### src/hdl/htc_pkg.sv
package htc_pkg;

    localparam int LEVER_ARM_MM    = 120;
    localparam int WHEEL_RADIUS_MM = 30;
    localparam int PI_Q13          = 25736;
    localparam int HALF_PI_Q13     = 12868;
    localparam int ONE_Q15         = 32768;

    // wheel speed divide by a constant through a scaled reciprocal
    localparam int SPEED_DEN   = WHEEL_RADIUS_MM * 16;
    localparam int DEN_HALF    = SPEED_DEN / 2;
    localparam int RECIP_SHIFT = 28;
    localparam int RECIP       = (1 << RECIP_SHIFT) / SPEED_DEN;
    localparam int X_W         = 28;
    localparam int Q_W         = X_W - 4;

    localparam logic [15:0] RST_TARGET_HEADING  = 16'd0;
    localparam logic        RST_REVERSE_MODE    = 1'b0;
    localparam logic [14:0] RST_STOP_TOLERANCE  = 15'd82;
    localparam logic [15:0] RST_HEADING_P_GAIN  = 16'd256;
    localparam logic [15:0] RST_HEADING_D_GAIN  = 16'd0;
    localparam logic [14:0] RST_TURN_RATE_LIMIT = 15'd2560;
    localparam logic [15:0] RST_WHEEL_P_GAIN    = 16'd256;
    localparam logic [15:0] RST_WHEEL_I_GAIN    = 16'd16;

    typedef enum logic [2:0] {
        REG_TARGET_HEADING,
        REG_REVERSE_MODE,
        REG_STOP_TOLERANCE,
        REG_HEADING_P_GAIN,
        REG_HEADING_D_GAIN,
        REG_TURN_RATE_LIMIT,
        REG_WHEEL_P_GAIN,
        REG_WHEEL_I_GAIN
    } htc_reg_t;

    typedef enum logic [4:0] {
        ST_IDLE,
        ST_PREP,
        ST_MUL_P,
        ST_MUL_D,
        ST_MUL_XR,
        ST_MUL_XL,
        ST_CORR_R,
        ST_CORR_L,
        ST_ERR_W,
        ST_MUL_IR,
        ST_MUL_PR,
        ST_MUL_IL,
        ST_MUL_PL,
        ST_PTERM_L,
        ST_SUM_L,
        ST_DONE
    } htc_state_t;

    typedef enum logic [3:0] {
        MUL_NONE,
        MUL_PG_ERR,
        MUL_DG_DERR,
        MUL_RECIP_XR,
        MUL_RECIP_XL,
        MUL_IG_EWR,
        MUL_WP_EWR,
        MUL_IG_EWL,
        MUL_WP_EWL
    } htc_mul_t;

    typedef struct packed {
        logic     load_in;
        logic     calc_err;
        htc_mul_t mul_sel;
        logic     ld_acc;
        logic     ld_pd;
        logic     ld_wc;
        logic     ld_q0r;
        logic     ld_q0l;
        logic     corr_r;
        logic     corr_l;
        logic     calc_ew;
        logic     upd_ir;
        logic     upd_il;
        logic     ld_pterm;
        logic     sum_r;
        logic     sum_l;
        logic     out_load;
    } htc_cmd_t;

    typedef struct packed {
        logic out_busy;
    } htc_status_t;

endpackage

### src/hdl/htc_controller.sv
module htc_controller import htc_pkg::*; (
    input  logic        aclk,
    input  logic        aresetn,
    input  logic        s_tvalid,
    output logic        s_tready,
    input  htc_status_t status,
    output htc_cmd_t    cmd
);

    htc_state_t state_reg;
    htc_state_t state_next;

    always_ff @(posedge aclk) begin
        if (!aresetn) begin
            state_reg <= ST_IDLE;
        end else begin
            state_reg <= state_next;
        end
    end

    always_comb begin
        state_next  = state_reg;
        cmd         = '0;
        cmd.mul_sel = MUL_NONE;
        s_tready    = 1'b0;
        case (state_reg)
            ST_IDLE: begin
                s_tready = aresetn;
                if (s_tvalid && aresetn) begin
                    cmd.load_in = 1'b1;
                    state_next  = ST_PREP;
                end
            end
            ST_PREP: begin
                cmd.calc_err = 1'b1;
                state_next   = ST_MUL_P;
            end
            ST_MUL_P: begin
                cmd.mul_sel = MUL_PG_ERR;
                state_next  = ST_MUL_D;
            end
            ST_MUL_D: begin
                cmd.mul_sel = MUL_DG_DERR;
                cmd.ld_acc  = 1'b1;
                state_next  = ST_MUL_XR;
            end
            ST_MUL_XR: begin
                cmd.mul_sel = MUL_RECIP_XR;
                cmd.ld_pd   = 1'b1;
                state_next  = ST_MUL_XL;
            end
            ST_MUL_XL: begin
                cmd.mul_sel = MUL_RECIP_XL;
                cmd.ld_q0r  = 1'b1;
                cmd.ld_wc   = 1'b1;
                state_next  = ST_CORR_R;
            end
            ST_CORR_R: begin
                cmd.ld_q0l = 1'b1;
                cmd.corr_r = 1'b1;
                state_next = ST_CORR_L;
            end
            ST_CORR_L: begin
                cmd.corr_l = 1'b1;
                state_next = ST_ERR_W;
            end
            ST_ERR_W: begin
                cmd.calc_ew = 1'b1;
                state_next  = ST_MUL_IR;
            end
            ST_MUL_IR: begin
                cmd.mul_sel = MUL_IG_EWR;
                state_next  = ST_MUL_PR;
            end
            ST_MUL_PR: begin
                cmd.mul_sel = MUL_WP_EWR;
                cmd.upd_ir  = 1'b1;
                state_next  = ST_MUL_IL;
            end
            ST_MUL_IL: begin
                cmd.mul_sel  = MUL_IG_EWL;
                cmd.ld_pterm = 1'b1;
                state_next   = ST_MUL_PL;
            end
            ST_MUL_PL: begin
                cmd.mul_sel = MUL_WP_EWL;
                cmd.sum_r   = 1'b1;
                cmd.upd_il  = 1'b1;
                state_next  = ST_PTERM_L;
            end
            ST_PTERM_L: begin
                cmd.ld_pterm = 1'b1;
                state_next   = ST_SUM_L;
            end
            ST_SUM_L: begin
                cmd.sum_l  = 1'b1;
                state_next = ST_DONE;
            end
            ST_DONE: begin
                if (!status.out_busy) begin
                    cmd.out_load = 1'b1;
                    state_next   = ST_IDLE;
                end
            end
            default: begin
                state_next = ST_IDLE;
            end
        endcase
    end

endmodule

### src/hdl/htc_datapath.sv
module htc_datapath import htc_pkg::*; (
    input  logic        aclk,
    input  logic        aresetn,
    input  htc_cmd_t    cmd,
    output htc_status_t status,
    input  logic        cfg_valid,
    output logic        cfg_ready,
    input  logic [2:0]  cfg_addr,
    input  logic [15:0] cfg_data,
    input  logic [63:0] s_tdata,
    input  logic [0:0]  s_tuser,
    output logic        m_tvalid,
    input  logic        m_tready,
    output logic [55:0] m_tdata,
    output logic [0:0]  m_tuser
);

    localparam logic signed [16:0] PI_S      = 17'(PI_Q13);
    localparam logic signed [16:0] HALF_PI_S = 17'(HALF_PI_Q13);
    localparam logic signed [27:0] RECIP_B   = 28'(RECIP);
    localparam logic signed [45:0] ONE_S     = 46'(ONE_Q15);

    // configuration
    logic signed [15:0] target_heading_reg;
    logic               reverse_mode_reg;
    logic [14:0]        stop_tolerance_reg;
    logic [15:0]        heading_p_gain_reg;
    logic [15:0]        heading_d_gain_reg;
    logic [14:0]        turn_rate_limit_reg;
    logic [15:0]        wheel_p_gain_reg;
    logic [15:0]        wheel_i_gain_reg;

    assign cfg_ready = aresetn;

    always_ff @(posedge aclk) begin
        if (!aresetn) begin
            target_heading_reg  <= RST_TARGET_HEADING;
            reverse_mode_reg    <= RST_REVERSE_MODE;
            stop_tolerance_reg  <= RST_STOP_TOLERANCE;
            heading_p_gain_reg  <= RST_HEADING_P_GAIN;
            heading_d_gain_reg  <= RST_HEADING_D_GAIN;
            turn_rate_limit_reg <= RST_TURN_RATE_LIMIT;
            wheel_p_gain_reg    <= RST_WHEEL_P_GAIN;
            wheel_i_gain_reg    <= RST_WHEEL_I_GAIN;
        end else if (cfg_valid) begin
            case (htc_reg_t'(cfg_addr))
                REG_TARGET_HEADING:  target_heading_reg  <= cfg_data;
                REG_REVERSE_MODE:    reverse_mode_reg    <= cfg_data[0];
                REG_STOP_TOLERANCE:  stop_tolerance_reg  <= cfg_data[14:0];
                REG_HEADING_P_GAIN:  heading_p_gain_reg  <= cfg_data;
                REG_HEADING_D_GAIN:  heading_d_gain_reg  <= cfg_data;
                REG_TURN_RATE_LIMIT: turn_rate_limit_reg <= cfg_data[14:0];
                REG_WHEEL_P_GAIN:    wheel_p_gain_reg    <= cfg_data;
                REG_WHEEL_I_GAIN:    wheel_i_gain_reg    <= cfg_data;
                default: begin
                end
            endcase
        end
    end

    // input item
    logic               new_move_reg;
    logic signed [15:0] meas_reg;
    logic signed [15:0] vr_reg;
    logic signed [15:0] vl_reg;
    logic signed [15:0] w_reg;

    always_ff @(posedge aclk) begin
        if (cmd.load_in) begin
            new_move_reg <= s_tuser[0];
            meas_reg     <= s_tdata[15:0];
            vr_reg       <= s_tdata[31:16];
            vl_reg       <= s_tdata[47:32];
            w_reg        <= s_tdata[63:48];
        end
    end

    // heading error and wheel speed numerators
    logic signed [16:0] diff_c;
    logic signed [16:0] err_c;
    logic signed [16:0] prev_c;
    logic signed [17:0] derr_c;
    logic               flip_c;
    logic signed [29:0] lever_c;
    logic signed [29:0] num_r_c;
    logic signed [29:0] num_l_c;
    logic signed [29:0] abs_r_c;
    logic signed [29:0] abs_l_c;

    logic signed [16:0] last_err_reg;
    logic signed [16:0] err_reg;
    logic signed [17:0] derr_reg;
    logic [X_W-1:0]     xr_reg;
    logic [X_W-1:0]     xl_reg;
    logic               neg_r_reg;
    logic               neg_l_reg;

    always_comb begin
        diff_c = 17'(target_heading_reg) - 17'(meas_reg);
        flip_c = reverse_mode_reg && (diff_c > HALF_PI_S || diff_c < -HALF_PI_S);
        if (flip_c) begin
            err_c = (diff_c > 17'sd0) ? diff_c - PI_S : diff_c + PI_S;
        end else begin
            err_c = diff_c;
        end
        prev_c  = new_move_reg ? 17'sd0 : last_err_reg;
        derr_c  = 18'(err_c) - 18'(prev_c);
        lever_c = 30'($signed(w_reg) * LEVER_ARM_MM);
        num_r_c = $signed({{2{vr_reg[15]}}, vr_reg, 12'b0}) + lever_c;
        num_l_c = $signed({{2{vl_reg[15]}}, vl_reg, 12'b0}) - lever_c;
        abs_r_c = num_r_c[29] ? -num_r_c : num_r_c;
        abs_l_c = num_l_c[29] ? -num_l_c : num_l_c;
    end

    always_ff @(posedge aclk) begin
        if (!aresetn) begin
            last_err_reg <= '0;
        end else if (cmd.calc_err) begin
            last_err_reg <= err_c;
        end
    end

    always_ff @(posedge aclk) begin
        if (cmd.calc_err) begin
            err_reg   <= err_c;
            derr_reg  <= derr_c;
            xr_reg    <= abs_r_c[X_W-1:0] + X_W'(DEN_HALF);
            xl_reg    <= abs_l_c[X_W-1:0] + X_W'(DEN_HALF);
            neg_r_reg <= num_r_c[29];
            neg_l_reg <= num_l_c[29];
        end
    end

    // shared multiplier, product registered
    logic signed [28:0] mul_a;
    logic signed [27:0] mul_b;
    logic signed [56:0] prod_reg;
    logic signed [26:0] ewr_reg;
    logic signed [26:0] ewl_reg;

    always_comb begin
        case (cmd.mul_sel)
            MUL_PG_ERR: begin
                mul_a = $signed({13'b0, heading_p_gain_reg});
                mul_b = 28'(err_reg);
            end
            MUL_DG_DERR: begin
                mul_a = $signed({13'b0, heading_d_gain_reg});
                mul_b = 28'(derr_reg);
            end
            MUL_RECIP_XR: begin
                mul_a = $signed({1'b0, xr_reg});
                mul_b = RECIP_B;
            end
            MUL_RECIP_XL: begin
                mul_a = $signed({1'b0, xl_reg});
                mul_b = RECIP_B;
            end
            MUL_IG_EWR: begin
                mul_a = $signed({13'b0, wheel_i_gain_reg});
                mul_b = 28'(ewr_reg);
            end
            MUL_WP_EWR: begin
                mul_a = $signed({13'b0, wheel_p_gain_reg});
                mul_b = 28'(ewr_reg);
            end
            MUL_IG_EWL: begin
                mul_a = $signed({13'b0, wheel_i_gain_reg});
                mul_b = 28'(ewl_reg);
            end
            MUL_WP_EWL: begin
                mul_a = $signed({13'b0, wheel_p_gain_reg});
                mul_b = 28'(ewl_reg);
            end
            default: begin
                mul_a = '0;
                mul_b = '0;
            end
        endcase
    end

    always_ff @(posedge aclk) begin
        prod_reg <= mul_a * mul_b;
    end

    // heading pd term and turn rate clamp
    logic signed [34:0] acc_reg;
    logic signed [34:0] pd_reg;
    logic signed [15:0] wc_reg;
    logic signed [35:0] pd_rnd_c;
    logic signed [22:0] pd_sh_c;
    logic signed [22:0] lim_c;
    logic signed [22:0] wc_c;

    always_comb begin
        pd_rnd_c = 36'(pd_reg) + 36'sd4096;
        pd_sh_c  = 23'(pd_rnd_c >>> 13);
        lim_c    = $signed({8'b0, turn_rate_limit_reg});
        if (pd_sh_c > lim_c) begin
            wc_c = lim_c;
        end else if (pd_sh_c < -lim_c) begin
            wc_c = -lim_c;
        end else begin
            wc_c = pd_sh_c;
        end
    end

    always_ff @(posedge aclk) begin
        if (cmd.ld_acc) begin
            acc_reg <= $signed(prod_reg[34:0]);
        end
        if (cmd.ld_pd) begin
            pd_reg <= acc_reg + $signed(prod_reg[34:0]);
        end
        if (cmd.ld_wc) begin
            wc_reg <= 16'(wc_c);
        end
    end

    // measured wheel speeds: reciprocal estimate, then one correction step
    logic [Q_W-1:0]     q0r_reg;
    logic [Q_W-1:0]     q0l_reg;
    logic signed [25:0] act_r_reg;
    logic signed [25:0] act_l_reg;
    logic [Q_W-1:0]     corr_q0_c;
    logic [X_W-1:0]     corr_x_c;
    logic               corr_neg_c;
    logic [X_W-1:0]     corr_rem_c;
    logic [Q_W-1:0]     corr_q_c;
    logic signed [25:0] corr_qs_c;
    logic signed [25:0] act_c;

    always_comb begin
        corr_q0_c  = cmd.corr_l ? q0l_reg : q0r_reg;
        corr_x_c   = cmd.corr_l ? xl_reg : xr_reg;
        corr_neg_c = cmd.corr_l ? neg_l_reg : neg_r_reg;
        corr_rem_c = corr_x_c - X_W'(corr_q0_c * SPEED_DEN);
        corr_q_c   = corr_q0_c + Q_W'(corr_rem_c >= X_W'(SPEED_DEN));
        corr_qs_c  = $signed({2'b0, corr_q_c});
        act_c      = corr_neg_c ? -corr_qs_c : corr_qs_c;
    end

    always_ff @(posedge aclk) begin
        if (cmd.ld_q0r) begin
            q0r_reg <= prod_reg[RECIP_SHIFT +: Q_W];
        end
        if (cmd.ld_q0l) begin
            q0l_reg <= prod_reg[RECIP_SHIFT +: Q_W];
        end
        if (cmd.corr_r) begin
            act_r_reg <= act_c;
        end
        if (cmd.corr_l) begin
            act_l_reg <= act_c;
        end
        if (cmd.calc_ew) begin
            ewr_reg <= 27'(wc_reg) - 27'(act_r_reg);
            ewl_reg <= -27'(wc_reg) - 27'(act_l_reg);
        end
    end

    // wheel pi: integral with anti-windup, proportional term, output saturation
    logic signed [16:0] integ_r_reg;
    logic signed [16:0] integ_l_reg;
    logic signed [43:0] pterm_reg;
    logic signed [15:0] drive_r_reg;
    logic signed [15:0] drive_l_reg;
    logic signed [43:0] prod_rnd_c;
    logic signed [16:0] integ_old_c;
    logic signed [45:0] integ_sum_c;
    logic signed [16:0] integ_new_c;
    logic signed [16:0] integ_use_c;
    logic signed [44:0] dsum_c;
    logic signed [15:0] drive_c;

    always_comb begin
        prod_rnd_c  = 44'((45'($signed(prod_reg[43:0])) + 45'sd1) >>> 1);
        integ_old_c = cmd.upd_il ? integ_l_reg : integ_r_reg;
        integ_sum_c = 46'(integ_old_c) + 46'(prod_rnd_c);
        if (integ_sum_c > ONE_S) begin
            integ_new_c = 17'(ONE_S);
        end else if (integ_sum_c < -ONE_S) begin
            integ_new_c = 17'(-ONE_S);
        end else begin
            integ_new_c = 17'(integ_sum_c);
        end
        integ_use_c = cmd.sum_l ? integ_l_reg : integ_r_reg;
        dsum_c      = 45'(pterm_reg) + 45'(integ_use_c);
        if (dsum_c > 45'sd32767) begin
            drive_c = 16'sh7fff;
        end else if (dsum_c < -45'sd32768) begin
            drive_c = 16'sh8000;
        end else begin
            drive_c = 16'(dsum_c);
        end
    end

    always_ff @(posedge aclk) begin
        if (!aresetn) begin
            integ_r_reg <= '0;
            integ_l_reg <= '0;
        end else begin
            if (cmd.upd_ir) begin
                integ_r_reg <= integ_new_c;
            end
            if (cmd.upd_il) begin
                integ_l_reg <= integ_new_c;
            end
        end
    end

    always_ff @(posedge aclk) begin
        if (cmd.ld_pterm) begin
            pterm_reg <= prod_rnd_c;
        end
        if (cmd.sum_r) begin
            drive_r_reg <= drive_c;
        end
        if (cmd.sum_l) begin
            drive_l_reg <= drive_c;
        end
    end

    // output register
    logic        m_tvalid_reg;
    logic        m_tvalid_next;
    logic [55:0] m_tdata_reg;
    logic        move_done_reg;
    logic [16:0] err_mag_c;

    assign err_mag_c     = err_reg[16] ? 17'(-err_reg) : 17'(err_reg);
    assign m_tvalid_next = cmd.out_load ? 1'b1 : (m_tready ? 1'b0 : m_tvalid_reg);

    always_ff @(posedge aclk) begin
        if (!aresetn) begin
            m_tvalid_reg <= 1'b0;
        end else begin
            m_tvalid_reg <= m_tvalid_next;
        end
    end

    always_ff @(posedge aclk) begin
        if (cmd.out_load) begin
            m_tdata_reg   <= {7'b0, err_reg, drive_l_reg, drive_r_reg};
            move_done_reg <= (err_mag_c <= {2'b0, stop_tolerance_reg});
        end
    end

    assign status.out_busy = m_tvalid_reg && !m_tready;
    assign m_tvalid        = m_tvalid_reg;
    assign m_tdata         = m_tdata_reg;
    assign m_tuser         = move_done_reg;

endmodule

### src/hdl/heading_turn_controller_core.sv
// heading turn controller: one control tick per input item.
// s_ channel: one item per tick, tdata carries measured heading, right and
// left wheel linear speeds and body turn rate; tuser carries the new move flag.
// m_ channel: one result per input, tdata carries right drive, left drive and
// heading error; tuser carries the move done flag.
// cfg channel: cfg_addr selects one of eight registers, cfg_data is masked to
// the register width; cfg_ready is high out of reset. write only while idle.
// items are handled one at a time: the controller sequence runs eight products
// through the single shared multiplier plus the divide correction and
// saturation steps before the next item is accepted.
// s_tready is high only while the controller is idle; the next item can be
// taken while a finished result still waits in the output register.
// if the receiver stalls, the next result waits in its last step until the
// output register is taken, and then further input is held off.
// reset: registers return to their defaults, the previous heading error and
// both wheel integrals clear, no result is pending.
module heading_turn_controller_core import htc_pkg::*; (
    input  logic        aclk,
    input  logic        aresetn,
    input  logic        cfg_valid,
    output logic        cfg_ready,
    input  logic [2:0]  cfg_addr,
    input  logic [15:0] cfg_data,
    input  logic        s_tvalid,
    output logic        s_tready,
    // measured_heading, right_linear_speed, left_linear_speed, body_turn_rate
    input  logic [63:0] s_tdata,
    // new_move
    input  logic [0:0]  s_tuser,
    output logic        m_tvalid,
    input  logic        m_tready,
    // right_drive, left_drive, heading_error, zero fill
    output logic [55:0] m_tdata,
    // move_done
    output logic [0:0]  m_tuser
);

    htc_cmd_t    cmd;
    htc_status_t status;

    htc_controller u_ctrl (
        .aclk     (aclk),
        .aresetn  (aresetn),
        .s_tvalid (s_tvalid),
        .s_tready (s_tready),
        .status   (status),
        .cmd      (cmd)
    );

    htc_datapath u_dp (
        .aclk      (aclk),
        .aresetn   (aresetn),
        .cmd       (cmd),
        .status    (status),
        .cfg_valid (cfg_valid),
        .cfg_ready (cfg_ready),
        .cfg_addr  (cfg_addr),
        .cfg_data  (cfg_data),
        .s_tdata   (s_tdata),
        .s_tuser   (s_tuser),
        .m_tvalid  (m_tvalid),
        .m_tready  (m_tready),
        .m_tdata   (m_tdata),
        .m_tuser   (m_tuser)
    );

endmodule
### config.mk
export PLATFORM = sky130hd
export DESIGN_NAME = heading_turn_controller_core
export DESIGN_NICKNAME = d
export VERILOG_FILES = /design/src/hdl/htc_pkg.sv /design/src/hdl/htc_controller.sv /design/src/hdl/htc_datapath.sv /design/src/hdl/heading_turn_controller_core.sv
export SDC_FILE = /design/constraint.sdc
export NUM_CORES = 2
export LEC_CHECK = 0
export ABC_CLOCK_PERIOD_IN_PS = 29800
export BUFFER_PORTS_ARGS = -buffer_cell sky130_fd_sc_hd__buf_2
export CAP_MARGIN = 5
export CORE_ASPECT_RATIO = 0.8
export CORE_MARGIN = 3
export CORE_UTILIZATION = 66
export DETAILED_ROUTE_END_ITERATION = 12
export PLACE_DENSITY_LB_ADDON = 0.1
export SKIP_CTS_REPAIR_TIMING = 1
export SLEW_MARGIN = 10
export SYNTH_ARGS = -nofsm -noshare
export SYNTH_HDL_FRONTEND = slang
export SYNTH_SLANG_ARGS = --single-unit
### constraint.sdc
create_clock -name aclk -period 29.8 [get_ports aclk]
set_clock_uncertainty 0.15 [all_clocks]
set_input_delay 1.49 -clock aclk [delete_from_list [all_inputs] [get_ports aclk]]
set_output_delay 1.49 -clock aclk [all_outputs]
set_load 0.01 [all_outputs]
=== Word-level counts from Yosys, hierarchy flattened ===
Cells that the tools add are included.
Widths: inputs -> output; s select.

* Flip-flop bits (word level): 744
* Input bits: 89
* Logic and storage cells: 174
* Output and inout port bits: 60

* Muxes and demuxes: 42
* $mul: 3
* $lt $le $gt $ge: 11
* Reduce and logical (&&, ||, !) cells: 23
* Equal/unequal tests: 32
* Add/sub/neg operators: 23

{| class="wikitable"
|+ Operators by type and width
! cell !! count
|-
| $pmux 28 s6 || 1
|-
| $pmux 28 s5 || 1
|-
| $mux 17 || 8
|-
| $mux 28 || 3
|-
| $pmux 5 s16 || 1
|-
| $add 28x8->28 const B || 2
|-
| $neg 28->28 || 2
|-
| $mul 29x28->52 || 1
|-
| $mux 16 || 3
|-
| $gt 46x17->1 const B || 1
|-
| $lt 46x16->1 const B || 1
|-
| $add 17x44->45 || 1
|-
| $add 44x17->45 || 1
|-
| $add 44x2->45 const B || 1
|-
| $gt 45x16->1 const B || 1
|-
| $lt 45x16->1 const B || 1
|-
| $eq 5x4->1 const B || 8
|-
| $add 35x14->36 const B || 1
|-
| $add 35x35->35 || 1
|-
| $pmux 4 s8 || 1
|-
| $add 28x24->29 || 1
|-
| $sub 28x24->29 || 1
|-
| $ge 28x9->1 const B || 1
|-
| $sub 28x28->28 || 1
|-
| other kinds (45) || 90
|}

=== Longest topological paths before layout ===
* Depth after elaboration: 9
* Mapped depth: 51
* Gate-level depth less buffers: 48

=== Modules after synthesis ===
A second synthesis with hierarchy kept.

* Cell total of the unflattened synthesis: 7,755
* Area total of the unflattened synthesis: 73,580.6 µm²

{| class="wikitable"
|+ By module, submodules not included
! module !! cells each !! area an instance (µm²) !! times used
|-
| htc_datapath || 7,701 || 73,206.5 || 1
|-
| htc_controller || 54 || 374.1 || 1
|}

=== Worst setup path after synthesis ===
No wires, ideal clock.

* Path type: flip-flop to flip-flop
* Start point: register u_ctrl.state_reg[2]
* End point: register u_dp.prod_reg[49]
* Cell stages (with the launch flop): 36
* Path buffers: 4
* Path slack: 19.030 ns
* Setup time: 0.072 ns
* Required time: 29.578 ns
* Arrival time: 10.548 ns
* Cells stage by stage: dfxtp_1 clkbuf_1 nand2b_1 nor2_1 clkbuf_1 buf_1 a22oi_1 nand3_1 clkbuf_1 nand2_1 fa_1 fa_1 inv_1 fa_1 fa_1 fa_1 fa_1 fa_1 inv_1 fa_1 inv_1 ha_1 a21o_1 a21oi_1 o21ai_0 a21o_1 nor3b_1 a211oi_1 o31a_1 nor2_1 o21bai_1 a41o_1 o41a_1 a21o_1 o41ai_1 xnor2_1

* Cells in the longest elaborated chain, start to end: 6
* Elaborated cells between the ends (all ways): 25
* Those cells by class: 1 x mul; 16 x eq/ne; 3 x mux; 5 x reduce/logical

{| class="wikitable"
|+ RTL lines
! item !! line !! RTL
|-
| start: declaration || htc_controller.sv:10 || <nowiki>htc_state_t state_reg;</nowiki>
|-
| start signal: assignment || htc_controller.sv:17 || <nowiki>state_reg <= state_next;</nowiki>
|-
| $eq 5x4->1, or another cell as far along || htc_controller.sv:26 || <nowiki>case (state_reg)</nowiki>
|-
| $pmux 4 s8 * || htc_controller.sv:26 ||
|-
| $eq 4x3->1, or another cell as far along || htc_datapath.sv:142 || <nowiki>case (cmd.mul_sel)</nowiki>
|-
| $reduce_or 2->1 (no line) || - ||
|-
| $pmux 28 s6 or $pmux 28 s5 (tied branches) || htc_datapath.sv:142 ||
|-
| $mul 29x28->52 * || htc_datapath.sv:183 || <nowiki>prod_reg <= mul_a * mul_b;</nowiki>
|-
| end signal: assignment || htc_datapath.sv:183 ||
|-
| end: declaration || htc_datapath.sv:137 || <nowiki>logic signed [56:0] prod_reg;</nowiki>
|}

Mark *: on every way between the ends. The rest lies on a longest branch, timed or not.
A chain may end at the register's enable or synchronous reset.

=== Worst setup path in the final report ===
* Start point: register u_ctrl.state_reg[1]
* End point: register u_dp.prod_reg[46]

Same word-level chain as after synthesis.

==> metrics.yaml <==
required_time_of_the_critical_path_ns: 30.20
drt-initial-drc-count: 5243
worstHoldStart: "u_dp.drive_r_reg[3]"
place.port_buffers: 141
globalRouteOverflowTotal: 0
clock-sinks: 724
die_width_um: 377
final_core_utilization: 0.721
p_r_area_growth_vs_syn_pct: 7.98
io-pin-count: 149
leading_register_cell_type_out_of_synthesis: "edfxtp_1"
critPathSlowestCell: "clkinv_1"
antenna_found_initial: 13
synth_top_cells_by_count: "inv_1 (1112), nand2_1 (977), fa_1 (741)"
drt-vias-per-instance: 5.96
largest_register_ffs: 52
cp_data_arrival_time_ns: 12.96
post-synth-top-area-cell: "edfxtp_1"
post-synth-top-count-cell: "inv_1"
drv_cap: 0
detail_route.wirelength_um: 198000
result_of_the_run: "complete, no violations"
clockBufferDepth: 3
post_dp_cell_area_um2: 75900
async_flop_share: 0
core_area_um2: 109000
worst-setup-path-type: "reg -> reg"
area_enclosed_by_the_die_boundary_um2: 114000
synth_top_area_share: 0.209
fin_ws_ns: 17.24
hold_viol: 0
ys_types: 118
dpl.hpwl_um: 156000
final-instance-count-excl-fill: 9495
r2r_cells: 29
ys_top_cells_by_area: "edfxtp_1 (21%), fa_1 (20%), ha_1 (11%)"
setup-violations-final: 0
hold-path-cell-count: 0
critical-path-top-cell-by-count: "fa_1"
clk_pin_slew_ns: 0.06
timing.hold.ws_ns: 0.263
vertical_die_dimension_um: 303
synth_area_per_cell_um2: 9.48
fp-row-count: 108
grt_pass1_wl_um: 312000
cp_endpoint_kind: "register"
cts_root_buffer: "clkbuf_16"
remaining_drc_errors: 0
ys_seq_elements: 724
detail_route.first_pass.iterations: 6
stdcell_area_um2: 78400
netlist_instances: 7657
route.antenna.remaining_nets: 0
dr_total_vias: 56600
tritoncts: "built"
drive_above_1_share: 0.0609
min_period_over_period: 0.421
yosysSeqAreaShare: 0.269
initial_core_util: 0.667
detail_route.wl_per_cell_um: 20.9
timing.final.crit_period_ns: 12.56
max_slew.worst_pin.slew_ns: 1.22
timing.rr.start: "u_ctrl.state_reg[1]"
worst_slew_margin_rel: 0.187
final-max-slew-violation-count: 0
synth_area_um2: 72600
cts_buffers: 76
dp.cells: 9345
cts.htree.levels: 3
synth_edf_count: 505
worst_skew_pair.late_latency_ns: 0.69
cp_slowest_stage_delay_ns: 0.94
critPathMaxFanout: 34
power.total_mw: 7.09
cellPowerDensity_nw_per_um2: 90.5
fin_nets: 9490
worst_ir_drop_vdd_mv: 0.346
reg2reg_slack_ns: 17.24
number_of_global_route_vias_before_repair: 56300
place_congestion: 0.965
timing.fmax_ghz: 0.0796
crit-reg2reg-capture: "u_dp.prod_reg[46]"
dp_worst_setup_slack_ns: 17.64
critPathLaunchType: "register"
min_to: "u_dp.m_tdata[3]"
maximum_number_of_pins_on_one_net_before_global_route_repair: 112
n_fill_cell: 8198
power.static_leakage_nw: 35.6
grt_setup_unrepaired: "false"
min_path_type: "reg -> reg"
setup-tns-final_ns: 0
groute.usage.overall: 0.353
yosys_warnings: 0
[kinds of logic after synthesis]
family,synth area share
other,0.000103
xor gates and xnor gates,0.0627
DFF,0.269
AOI/OAI and AO/OA,0.123
buffers and inverters,0.0700
muxes,0.0107
adders and majority gates,0.319
and+or+nand+nor,0.145
[worst max-delay path by stage]
stage,start,endpoint,cells after the start,slack [ns]
global route,u_ctrl.state_reg[1],u_dp.prod_reg[46],29,16.70
detailed placement,u_ctrl.state_reg[1],u_dp.prod_reg[46],29,17.64
global placement,u_ctrl.state_reg[1],u_dp.prod_reg[48],29,17.88
finish,u_ctrl.state_reg[1],u_dp.prod_reg[46],29,17.24
floorplan,u_ctrl.state_reg[2],u_dp.prod_reg[49],35,19.03
CTS,u_ctrl.state_reg[1],u_dp.prod_reg[46],29,17.55
[power breakdown]
part           switching [mW]  internal, mW  total, mW
combinational            2.74          1.95       4.69
sequential              0.156          1.28       1.43
clock                   0.424         0.549      0.973
total                    3.32          3.77       7.09
[critical path, delay by kind of cell (launching register included)]
kind                       cells  cell delay (ns)
AOI/OAI and AO/OA             10             3.71
and+or+nand+nor                6             2.12
adders and majority gates      9             4.30
DFF                            1             0.60
buffers and inverters          4             1.52
[final cells by class]
type	instances	area, um2	area share
multi-input cells	5860	49100	0.626
repair buffers	216	1270	0.0162
diodes	9	22.5	0.000287
flip-flops and latches	724	19500	0.249
well taps	1430	1790	0.0228
clock buffers	104	2120	0.0270
clock inverters	37	399	0.00509
inverters	1115	4190	0.0534
[placed cells by master (no fill, tap or decap), types with 21 or more instances in the layout]
cell / instances
o21ai_0: 241
and2_1: 34
nor2b_1: 63
nor4_1: 23
xor2_1: 151
buf_2: 140
a21oi_1: 285
or3_1: 25
mux2_2: 30
edfxtp_1: 505
xnor2_1: 363
o31ai_1: 36
a21boi_0: 122
dfxtp_1: 219
and4_1: 32
o21bai_1: 41
conb_1: 265
o211ai_1: 21
inv_1: 1111
a31oi_1: 42
nor3_1: 116
ha_1: 667
nor2_1: 541
a21o_1: 111
nand4_1: 81
mux2i_1: 44
nand2b_1: 95
nand2_1: 977
buf_4: 76
a211oi_1: 30
o21a_1: 60
a22oi_1: 39
nand3_1: 127
or2_2: 33
fa_1: 741
and3_1: 53
clkbuf_16: 78
[routing by layer]
layer / global-route usage / up-vias / wire, um / share of wire
li1: - / 26200 / - / -
met1: 0.467 / 27600 / 79500 / 0.40
met2: 0.565 / 2334 / 90200 / 0.46
met3: 0.0774 / 508 / 19200 / 0.097
met4: 0.147 / 2 / 9240 / 0.047
met5: 0 / - / 17 / 0.000086
No activity file was read; power rests on OpenSTA's default activity.
